<file path="src/hw/rtl/prts_pkg.sv">
// Types and constants shared by the ping retry timeout sequencer.
`default_nettype none

package prts_pkg;

   localparam int unsigned CSR_INDEX_WIDTH = 2;
   localparam int unsigned CSR_DATA_WIDTH  = 16;

   localparam logic [CSR_INDEX_WIDTH-1:0] CSR_REPLY_TIMEOUT  = 2'd0;
   localparam logic [CSR_INDEX_WIDTH-1:0] CSR_NEXT_DELAY     = 2'd1;
   localparam logic [CSR_INDEX_WIDTH-1:0] CSR_REPLIES_NEEDED = 2'd2;

   localparam logic [15:0] REPLY_TIMEOUT_RESET  = 16'd300;
   localparam logic [15:0] NEXT_DELAY_RESET     = 16'd100;
   localparam logic [7:0]  REPLIES_NEEDED_RESET = 8'd1;

   localparam logic [16:0] ELAPSED_MAX = 17'h1FFFF;
   localparam logic [7:0]  REPLY_MAX   = 8'hFF;

   typedef enum logic [1:0] {
      OP_POLL  = 2'd0,
      OP_TICK  = 2'd1,
      OP_START = 2'd2,
      OP_REPLY = 2'd3
   } opcode_type;

   typedef enum logic [2:0] {
      PH_IDLE       = 3'd0,
      PH_START      = 3'd1,
      PH_SEND       = 3'd2,
      PH_WAIT_REPLY = 3'd3,
      PH_WAIT_NEXT  = 3'd4,
      PH_END        = 3'd5
   } phase_type;

   typedef enum logic [1:0] {
      ST_NONE    = 2'd0,
      ST_SUCCESS = 2'd1,
      ST_FAILURE = 2'd2
   } status_type;

   typedef struct packed {
      logic [1:0]  opcode;
      logic [7:0]  attempt_count;
      logic [31:0] target_address;
      logic        load_address;
   } req_type;

   typedef struct packed {
      logic        send_request;
      logic [31:0] send_address;
      logic [1:0]  status;
      logic [2:0]  phase;
      logic [7:0]  attempts_remaining;
   } rsp_type;

endpackage

`default_nettype wire

</file>
<file path="src/hw/rtl/ping_retry_timeout_sequencer_top.sv">
// Echo-request retry sequencer: state update and registered result.
`default_nettype none

// One result per request transfer. Each transfer updates the sequencer state in
// the cycle it is taken and loads the result register, so a new request is
// taken every cycle while the result register is empty or being drained; the
// result is valid in the next cycle. The user must write the registers through
// the csr port only while the block is idle; the block does not enforce this.
module ping_retry_timeout_sequencer_top
   import prts_pkg::*;
(
   input  wire logic                       clock,
   input  wire logic                       reset,
   input  wire logic                       req_valid,
   output      logic                       req_ready,
   input  wire req_type                    req_payload,
   output      logic                       rsp_valid,
   input  wire logic                       rsp_ready,
   output      rsp_type                    rsp_payload,
   input  wire logic                       csr_write_enable,
   input  wire logic [CSR_INDEX_WIDTH-1:0] csr_index,
   input  wire logic [CSR_DATA_WIDTH-1:0]  csr_write_data
);

   logic [15:0] reply_timeout_ff;
   logic [15:0] next_delay_ff;
   logic [7:0]  replies_needed_ff;

   phase_type   phase_ff, phase_in;
   logic        start_pending_ff, start_pending_in;
   logic [7:0]  attempts_ff, attempts_in;
   logic [7:0]  reply_total_ff, reply_total_in;
   logic        reply_flag_ff, reply_flag_in;
   logic [16:0] elapsed_ff, elapsed_in;
   logic [15:0] wait_limit_ff, wait_limit_in;
   status_type  status_ff, status_in;
   logic [31:0] dest_ff, dest_in;
   logic        send_in;
   logic        timed_out;

   logic        rsp_valid_ff;
   rsp_type     rsp_payload_ff;
   logic        req_xfer;

   assign req_ready   = !rsp_valid_ff || rsp_ready;
   assign req_xfer    = req_valid && req_ready;
   assign rsp_valid   = rsp_valid_ff;
   assign rsp_payload = rsp_payload_ff;

   always_ff @(posedge clock) begin
      if (reset) begin
         reply_timeout_ff  <= REPLY_TIMEOUT_RESET;
         next_delay_ff     <= NEXT_DELAY_RESET;
         replies_needed_ff <= REPLIES_NEEDED_RESET;
      end else if (csr_write_enable) begin
         case (csr_index)
            CSR_REPLY_TIMEOUT:  reply_timeout_ff  <= csr_write_data;
            CSR_NEXT_DELAY:     next_delay_ff     <= csr_write_data;
            CSR_REPLIES_NEEDED: replies_needed_ff <= csr_write_data[7:0];
            default: ;
         endcase
      end
   end

   always_comb begin
      phase_in         = phase_ff;
      start_pending_in = start_pending_ff;
      attempts_in      = attempts_ff;
      reply_total_in   = reply_total_ff;
      reply_flag_in    = reply_flag_ff;
      elapsed_in       = elapsed_ff;
      wait_limit_in    = wait_limit_ff;
      status_in        = status_ff;
      dest_in          = dest_ff;
      send_in          = 1'b0;
      timed_out        = 1'b0;

      case (opcode_type'(req_payload.opcode))
         OP_START: begin
            start_pending_in = 1'b1;
            attempts_in      = req_payload.attempt_count;
            if (req_payload.load_address) begin
               dest_in   = req_payload.target_address;
               status_in = ST_NONE;
            end
         end
         OP_REPLY: begin
            reply_flag_in = 1'b1;
         end
         default: begin
            if (opcode_type'(req_payload.opcode) == OP_TICK && elapsed_ff != ELAPSED_MAX) begin
               elapsed_in = elapsed_ff + 17'd1;
            end
            timed_out = elapsed_in > {1'b0, wait_limit_ff};
            case (phase_ff)
               PH_IDLE: begin
                  if (start_pending_ff) phase_in = PH_START;
               end
               PH_START: begin
                  reply_total_in = '0;
                  if (start_pending_ff && attempts_ff != 8'd0) begin
                     phase_in      = PH_SEND;
                     status_in     = ST_NONE;
                     reply_flag_in = 1'b0;
                  end else begin
                     phase_in = PH_IDLE;
                  end
               end
               PH_SEND: begin
                  send_in       = 1'b1;
                  phase_in      = PH_WAIT_REPLY;
                  elapsed_in    = '0;
                  wait_limit_in = reply_timeout_ff;
                  if (attempts_ff != 8'd0) attempts_in = attempts_ff - 8'd1;
               end
               PH_WAIT_REPLY: begin
                  if (reply_flag_ff) begin
                     reply_flag_in = 1'b0;
                     if (reply_total_ff != REPLY_MAX) reply_total_in = reply_total_ff + 8'd1;
                     if (reply_total_in >= replies_needed_ff) begin
                        status_in = ST_SUCCESS;
                        phase_in  = PH_END;
                     end else begin
                        elapsed_in    = '0;
                        wait_limit_in = next_delay_ff;
                        phase_in      = PH_WAIT_NEXT;
                     end
                  end else if (timed_out) begin
                     if (attempts_ff == 8'd0) begin
                        phase_in  = PH_END;
                        status_in = ST_FAILURE;
                     end else begin
                        phase_in = PH_SEND;
                     end
                  end
               end
               PH_WAIT_NEXT: begin
                  if (attempts_ff == 8'd0) begin
                     phase_in  = PH_END;
                     status_in = ST_FAILURE;
                  end else if (timed_out) begin
                     phase_in = PH_SEND;
                  end
               end
               PH_END: begin
                  start_pending_in = 1'b0;
                  attempts_in      = '0;
                  phase_in         = PH_IDLE;
               end
               default: ;
            endcase
         end
      endcase
   end

   always_ff @(posedge clock) begin
      if (reset) begin
         phase_ff         <= PH_IDLE;
         start_pending_ff <= 1'b0;
         attempts_ff      <= '0;
         reply_total_ff   <= '0;
         reply_flag_ff    <= 1'b0;
         elapsed_ff       <= '0;
         wait_limit_ff    <= '0;
         status_ff        <= ST_NONE;
         dest_ff          <= '0;
      end else if (req_xfer) begin
         phase_ff         <= phase_in;
         start_pending_ff <= start_pending_in;
         attempts_ff      <= attempts_in;
         reply_total_ff   <= reply_total_in;
         reply_flag_ff    <= reply_flag_in;
         elapsed_ff       <= elapsed_in;
         wait_limit_ff    <= wait_limit_in;
         status_ff        <= status_in;
         dest_ff          <= dest_in;
      end
   end

   always_ff @(posedge clock) begin
      if (reset) begin
         rsp_valid_ff <= 1'b0;
      end else if (req_xfer) begin
         rsp_valid_ff <= 1'b1;
      end else if (rsp_ready) begin
         rsp_valid_ff <= 1'b0;
      end
   end

   always_ff @(posedge clock) begin
      if (req_xfer) begin
         rsp_payload_ff.send_request       <= send_in;
         rsp_payload_ff.send_address       <= dest_in;
         rsp_payload_ff.status             <= status_in;
         rsp_payload_ff.phase              <= phase_in;
         rsp_payload_ff.attempts_remaining <= attempts_in;
      end
   end

   // a transfer in always produces a result in the next cycle
   assert property (@(posedge clock) disable iff (reset)
      req_xfer |=> rsp_valid)
      else $error("result missing after request transfer");

   // a send request only leaves while waiting for the reply
   assert property (@(posedge clock) disable iff (reset)
      rsp_valid && rsp_payload.send_request |-> rsp_payload.phase == PH_WAIT_REPLY)
      else $error("send request outside wait reply");

   // steps never add attempts
   assert property (@(posedge clock) disable iff (reset)
      req_xfer && req_payload.opcode != OP_START |=>
         attempts_ff == $past(attempts_ff) || attempts_ff == $past(attempts_ff) - 8'd1 ||
         attempts_ff == 8'd0)
      else $error("attempt count grew without a start");

   // success is only declared on entry to the end phase
   assert property (@(posedge clock) disable iff (reset)
      req_xfer && status_ff != ST_SUCCESS && status_in == ST_SUCCESS |-> phase_in == PH_END)
      else $error("success outside end phase");

endmodule

`default_nettype wire

</file>
<file path="config.mk">
export PLATFORM = sky130hd
export DESIGN_NAME = ping_retry_timeout_sequencer_top
export DESIGN_NICKNAME = d
export VERILOG_FILES = /design/src/hw/rtl/prts_pkg.sv /design/src/hw/rtl/ping_retry_timeout_sequencer_top.sv
export SDC_FILE = /design/constraint.sdc
export NUM_CORES = 1
export LEC_CHECK = 0
export ABC_AREA = 1
export BUFFER_PORTS_ARGS = -buffer_cell sky130_fd_sc_hd__buf_2
export CAP_MARGIN = 0
export CORE_MARGIN = 2
export CORE_UTILIZATION = 62
export DETAILED_ROUTE_END_ITERATION = 10
export PLACE_DENSITY = 0.91
export SYNTH_ARGS = -nofsm -noshare
export SYNTH_HDL_FRONTEND = slang
export SYNTH_SLANG_ARGS = --single-unit
</file>
<file path="constraint.sdc">
create_clock -name clock -period 8.6 [get_ports clock]
set_input_delay 0.43 -clock clock [delete_from_list [all_inputs] [get_ports clock]]
set_output_delay 0.43 -clock clock [all_outputs]
set_load 0.02 [all_outputs]
</file>
==> run_results.csv, run 1 <==
group,metric,value,unit
status,outcome,"completed",
power,p_total,1.92,mW
final_layout,layout_commonest_cell,"nand2_1",
power,peakVddDrop,0.163,mV
routing,met3_wirelength,1110,microns
floorplan,start_util,63.7,%
final_layout,final_layout_size_suffix_gt1_share,15.2,%
yosys,synth_ff_type,"dfxtp_1",
global_route,grt_pass1_wl,31900,microns
critical_path,reg2reg_depth,25,
yosys,synth_area,0.00847,sq mm
global_route,grt_max_degree,86,
critical_path,slowest_delay,0.43,ns
placement,pre_cts_slack,4.61,ns
clock_tree,numCtsBuffers,17,
final_layout,final_util,72.7,%
yosys,ys_warn_count,0,
power,powerDensity,199,mW/mm^2
routing,ant_nets,0,
yosys,syn_nets,1176,
final_layout,mostFrequentLayoutCells,"nand2_1 (204), inv_1 (168), o21ai_0 (132)",
yosys,synth_seq_cells,175,
global_route,first_global_vias,7118,
routing,num_vias,7540,
floorplan,pin_count,114,
min_path,hold_path_class,"in2reg",
routing,drt_iter0_markers,791,
sta,clock_skew,0.00930,ns
critical_path,r2r_start,"elapsed_ff[0]$_SDFFE_PP0P_",
placement,place_congestion,0.905,
min_path,whs_endpoint,"reply_timeout_ff[12]$_SDFFE_PP0P_",
sta,rsz0062_at_grt,"no",
sta,worst_pin_slew,1.17,ns
sta,tns,0,ns
yosys,synth-edff-count,46,
floorplan,row_count,42,
global_route,overflow,0,
sta,drv_slew,0,
critical_path,arrival,4.30,ns
global_route,antenna_found_initial,0,
global_route,grt.total_usage,27.1,%
clock_tree,clk_latency,0.43,ns
yosys,syn_inst,1081,
yosys,synth.distinct_cells,47,
routing,drc_errors,0,
routing,routed.top_layer,"met4",
routing,via_per_inst,5.55,
critical_path,rrSetupSlack,4.46,ns
routing,wl_per_cell,14.5,microns
critical_path,crit_buf_inv,1,
critical_path,path_class,"reg2reg",
sta,finalSetupViolCount,0,
sta,period_needed,4.14,ns
critical_path,cp_common_cell,"nand2_1",
critical_path,slowest_stage,"dfxtp_1",
clock_tree,cts_tree,"built",
sta,relSlewSlack,22.2,%
floorplan,coreArea,0.0133,sq mm
job,cap_violations,0,
critical_path,crit_family,"simple AND/OR/NAND/NOR gates",
floorplan,die_area,0.0146,sq mm
sta,setup_slack,4.46,ns
critical_path,cp-end-kind,"register",
power,p_leak,4.37,nW
sta,final_hold_viol_count,0,
min_path,hold_path_depth,3,
clock_tree,clkTransAtPathRegs,0.06,ns
routing,drt_first_pass_iters,8,
placement,io_buffer_count,113,
final_layout,finalNetCount,1264,
yosys,syn_area_per_cell,7.84,sq um
clock_tree,ctsRootBufferMaster,"clkbuf_16",
clock_tree,htreeDepth,4,
floorplan,die_x,121,microns
final_layout,area_growth,14.1,%
clock_tree,postCtsSetupRepairBufs,0,
critical_path,regToRegEndpoint,"rsp_payload[10]$_DFFE_PP_",
placement,place_hpwl,12700,microns
clock_tree,cts_buffer_depth,2,
min_path,hp-start,"csr_write_data[12]",
clock_tree,hold_buffers,0,
final_layout,diodes,0,
clock_tree,post_cts_resized,0,
routing,m1WireLength,8050,microns
routing,finalWirelength,19700,microns
floorplan,die_h,121,microns
yosys,seq_area_frac_synth,46.8,%
sta,min_period_over_period,48.1,%
sta,max_freq,0.242,GHz
critical_path,startpoint_type,"register",
yosys,async_flop_share,0,%
routing,wl_met2,9950,microns
clock_tree,cts.sink_count,175,
critical_path,crit_fanout,7,
critical_path,required,8.77,ns
power breakdown:
group	internal (mW)	leakage [nW]	total (mW)	switching, mW
registers	0.899	1.52	0.918	0.0188
clock network	0.437	0.268	0.756	0.319
logic	0.0765	2.58	0.246	0.169
total	1.41	4.37	1.92	0.507
flip-flops by register name, summed over array words and instances, names as in the netlist, 2 cells and up:
signal             cells
attempts_ff            8
dest_ff               32
elapsed_ff            17
next_delay_ff         16
phase_ff               3
replies_needed_ff      8
reply_timeout_ff      16
reply_total_ff         8
rsp_payload           46
status_ff              2
wait_limit_ff         16
layout make-up:
type,instances,area [sq um]
Clock buffer,20,447
Clock inverter,12,139
Fill cell,924,3630
Inverter,175,657
Multi-Input combinational cell,683,3640
Sequential cell,175,3960
Tap cell,176,220
Timing Repair Buffer,117,596
how the worst max path moves through the flow:
stage               depth (start not counted)                       start  slack (ns)                        end
finish                                     25  elapsed_ff[0]$_SDFFE_PP0P_        4.46  rsp_payload[10]$_DFFE_PP_
global route                               27  elapsed_ff[0]$_SDFFE_PP0P_        4.24   phase_ff[2]$_SDFFE_PP0P_
CTS                                        25  elapsed_ff[0]$_SDFFE_PP0P_        4.60  rsp_payload[10]$_DFFE_PP_
detailed placement                         25  elapsed_ff[0]$_SDFFE_PP0P_        4.61  rsp_payload[10]$_DFFE_PP_
global placement                           27  elapsed_ff[0]$_SDFFE_PP0P_        4.91  rsp_payload[10]$_DFFE_PP_
floorplan                                  27  elapsed_ff[0]$_SDFFE_PP0P_        5.15  rsp_payload[10]$_DFFE_PP_
synth_stat cells, types with 2 or more instances:
library cell  number  area share [%]
a21oi_1          105             6.2
ha_1              29             4.3
nand2_1          205             9.1
o21ai_0          132             7.8
a211oi_1          13             1.2
buf_1              3            0.13
buf_2              4            0.24
nand3_1           32             1.9
nand2_2            4            0.30
edfxtp_1          46              16
inv_2              6            0.27
nor3_1             7            0.41
a22oi_1            3            0.27
nand4_1            9            0.66
clkbuf_1          36             1.6
o22ai_1            5            0.37
nor2_1            69             3.1
o211ai_1          11            0.97
nor4_1             2            0.15
dfxtp_1          129              30
buf_4              3            0.27
nor2_2             4            0.30
inv_1            169             7.5
o21a_1             2            0.18
xnor2_1            5            0.52
nor3_2             2            0.24
buf_6              2            0.27
nor2_4             5            0.66
a211oi_2           2            0.30
xor2_1            20             2.1
worst min-delay path: stages:
cell and delay, ns:
buf_2 0.08, nor2_1 0.04, nor2_1 0.08
stage by stage:
stage	instance area, sq um	std cells	hold WS, ns
after floorplan	8470	1081	0.424
after global placement	9080	1326	0.436
after detailed placement	9080	1326	0.440
after CTS	9660	1358	0.222
after global routing	9660	1358	0.231
final	9660	1358	0.231
metal layers:
| layer | track usage, % | vias up |
|---|---|---|
| met3 | 5.03 | 60 |
| met4 | 11.6 | 0 |
| li1 | - | 3709 |
| met2 | 48.3 | 283 |
| met1 | 31.8 | 3488 |
| met5 | 0 | - |
logic make-up (layout without fill, tap and decap cells):
family,Yosys count,after routing,share of synthesized area [%]
fa+ha+maj,29,29,4.28
buf+inv,223,324,10.2
compound gates,283,283,18.3
mux,1,1,0.133
simple gates,344,344,17.5
flops,175,175,46.8
xor+xnor,26,26,2.78
Power figures use the tool's default switching activity.
==> inputs of run 2 (changes only) <==
--- a/config.mk
+++ b/config.mk
@@ -9,9 +9,9 @@
 export BUFFER_PORTS_ARGS = -buffer_cell sky130_fd_sc_hd__buf_2
 export CAP_MARGIN = 0
 export CORE_MARGIN = 2
-export CORE_UTILIZATION = 62
+export CORE_UTILIZATION = 52
 export DETAILED_ROUTE_END_ITERATION = 10
-export PLACE_DENSITY = 0.91
+export PLACE_DENSITY = 0.82
 export SYNTH_ARGS = -nofsm -noshare
 export SYNTH_HDL_FRONTEND = slang
 export SYNTH_SLANG_ARGS = --single-unit
==> constraint.sdc (replaced) <==
create_clock -name clock -period 3.3 [get_ports clock]
set_input_delay 0.165 -clock clock [delete_from_list [all_inputs] [get_ports clock]]
set_output_delay 0.165 -clock clock [all_outputs]
set_load 0.02 [all_outputs]
==> run_results.csv, run 2 (same netlist as run 1, synthesis figures left out) <==
group,metric,value,unit
global_route,grt.total_usage,22.3,%
power,p_leak,4.65,nW
final_layout,final_layout_size_suffix_gt1_share,21.1,%
final_layout,finalNetCount,1314,
placement,dp.cells,1400,
sta,drv_slew,0,
floorplan,start_util,53.3,%
final_layout,diodes,0,
clock_tree,clkTransAtPathRegs,0.07,ns
floorplan,pin_count,114,
floorplan,die_h,132,microns
sta,relSlewSlack,26.6,%
critical_path,slowest_delay,0.36,ns
global_route,first_global_vias,6925,
final_layout,area_growth,22.0,%
routing,drc_errors,0,
routing,wl_per_cell,13.4,microns
critical_path,crit_buf_inv,2,
clock_tree,htreeDepth,4,
min_path,hold_path_class,"in2reg",
global_route,grt_pass1_wl,32300,microns
final_layout,final_util,65.1,%
global_route,overflow,0,
power,powerDensity,484,mW/mm^2
final_layout,fill_cells,1281,
status,outcome,"complete, but fails checks",
sta,worst_pin_slew,1.10,ns
clock_tree,numCtsBuffers,17,
clock_tree,cts.sink_count,175,
final_layout,layout_commonest_cell,"nand2_1",
clock_tree,cts_buffer_depth,2,
routing,finalWirelength,19500,microns
sta,clock_skew,0.00881,ns
floorplan,die_area,0.0173,sq mm
final_layout,design_area,0.0103,sq mm
clock_tree,clk_latency,0.43,ns
sta,min_period_over_period,111,%
floorplan,coreArea,0.0159,sq mm
sta,max_freq,0.273,GHz
critical_path,crit_fanout,3,
placement,place_hpwl,12700,microns
critical_path,required,3.49,ns
clock_tree,cts_tree,"built",
final_layout,mostFrequentLayoutCells,"nand2_1 (192), inv_1 (165), o21ai_0 (131)",
global_route,grt_max_degree,86,
sta,tns,-2.86,ns
final_layout,multi_input_area,0.00382,sq mm
placement,place_congestion,0.879,
status,failed_checks,"negative setup slack",
sta,finalSetupViolCount,10,
critical_path,arrival,3.85,ns
critical_path,startpoint_type,"register",
global_route,antenna_found_initial,0,
final_layout,largest_reg_flops,46,
sta,rsz0062_at_grt,"yes",
critical_path,crit_family,"simple AND/OR/NAND/NOR gates",
critical_path,path_class,"reg2reg",
routing,via_per_inst,5.16,
sta,setup_slack,-0.357,ns
final_layout,layout.cells.non_filler,1448,
critical_path,cp-end-kind,"register",
sta,period_needed,3.66,ns
routing,num_vias,7474,
placement,place_area,0.00944,sq mm
placement,io_buffer_count,113,
final_layout,register_area,0.00397,sq mm
sta,final_hold_viol_count,0,
power,peakVddDrop,0.400,mV
clock_tree,ctsRootBufferMaster,"clkbuf_16",
routing,drt_iter0_markers,388,
job,cap_violations,0,
routing,drt_first_pass_iters,4,
critical_path,slowest_stage,"dfxtp_4",
routing,ant_nets,0,
critical_path,cp_common_cell,"nand4_1",
floorplan,die_x,132,microns
critical_path,cp_cell_sequence,"ha_4 -> inv_4 -> nor4_2 -> nand4_1 -> nor3_2 -> ha_2 -> nor2_4 -> nand4_1 -> nor3_1 -> nand4_1 -> xor2_1 -> ha_1 -> nand2_4 -> nor2_4 -> nand4_1 -> nor2_2 -> nand2_1 -> nand2_2 -> nand4_1 -> nand3_1 -> nand3_2 -> nand2_2 -> inv_1",
floorplan,row_count,46,
[run 2: cell types whose count changed in the layout (fill, tap and decap cells not counted), moves of 6 or more]
cell and change:
inv_6 +7, nand3_2 +6, nand2_1 -12, nand2_2 +10, buf_4 +35, nand3_1 -7
dlygate4sd3_1 +12
[run 2: final cells by class]
class	instances	area share, %
Multi-Input combinational cell	683	37.0
Sequential cell	175	38.4
Clock inverter	15	1.46
Clock buffer	17	4.12
Tap cell	216	2.61
Inverter	175	6.38
Timing Repair Buffer	167	10.0
[run 2: repair_timing]
action / CTS / global route
buffers inserted: 3 / 1
endpoints found under the hold margin: 15 / 0
gates cloned: 0 / 0
pin swaps: 1 / 6
hold buffers: 12 / 0
gates resized for setup: 11 / 30
setup endpoints to repair: 10 / 42
[run 2: routing by layer]
metal | track usage (%) | routed length [microns] | up-vias
met5 | 0 | 0 | -
met4 | 6.34 | 314 | 0
met3 | 4.01 | 1120 | 29
met2 | 37.8 | 9490 | 212
met1 | 29.4 | 8540 | 3426
li1 | - | - | 3807
[run 2: worst paths after layout]
check                           startpoint  depth (start not counted)                       endpoint  slack [ns]
min                      csr_write_data[6]                          3  next_delay_ff[6]$_SDFFE_PP1P_        0.02
min reg2reg  next_delay_ff[9]$_SDFFE_PP0P_                          2  next_delay_ff[9]$_SDFFE_PP0P_        0.45
max reg2reg     elapsed_ff[0]$_SDFFE_PP0P_                         23      rsp_payload[11]$_DFFE_PP_       -0.36
max             elapsed_ff[0]$_SDFFE_PP0P_                         23      rsp_payload[11]$_DFFE_PP_       -0.36
[run 2: power breakdown]
part	leakage [nW]	internal [mW]	switching [mW]
Combinational	2.86	0.237	0.457
Clock	0.275	1.00	0.925
Sequential	1.52	2.34	0.0465
[run 2: worst reg2reg max path, cell delays in order (launching register included)]
cell and delay [ns]:
dfxtp_4 0.36, ha_4 0.16, inv_4 0.05, nor4_2 0.04, nand4_1 0.12, nor3_2 0.05, ha_2 0.19, nor2_4 0.15
nand4_1 0.20, nor3_1 0.30, nand4_1 0.15, xor2_1 0.19, ha_1 0.33, nand2_4 0.07, nor2_4 0.09, nand4_1 0.15
nor2_2 0.16, nand2_1 0.08, nand2_2 0.12, nand4_1 0.15, nand3_1 0.13, nand3_2 0.08, nand2_2 0.08, inv_1 0.04
[run 2: metrics by stage]
| stage | hold WS (ns) | worst slack [ns] | total power, mW |
|---|---|---|---|
| 2_1_floorplan | 0.291 | -0.00462 | 2.87 |
| 3_3_place_gp | 0.398 | -0.107 | 3.05 |
| 3_5_place_dp | 0.406 | -0.231 | 3.06 |
| 4_1_cts | 0.00639 | -0.179 | 4.99 |
| 5_1_grt | 0.0202 | -0.568 | 5.21 |
| 6_report | 0.0194 | -0.357 | 5.01 |
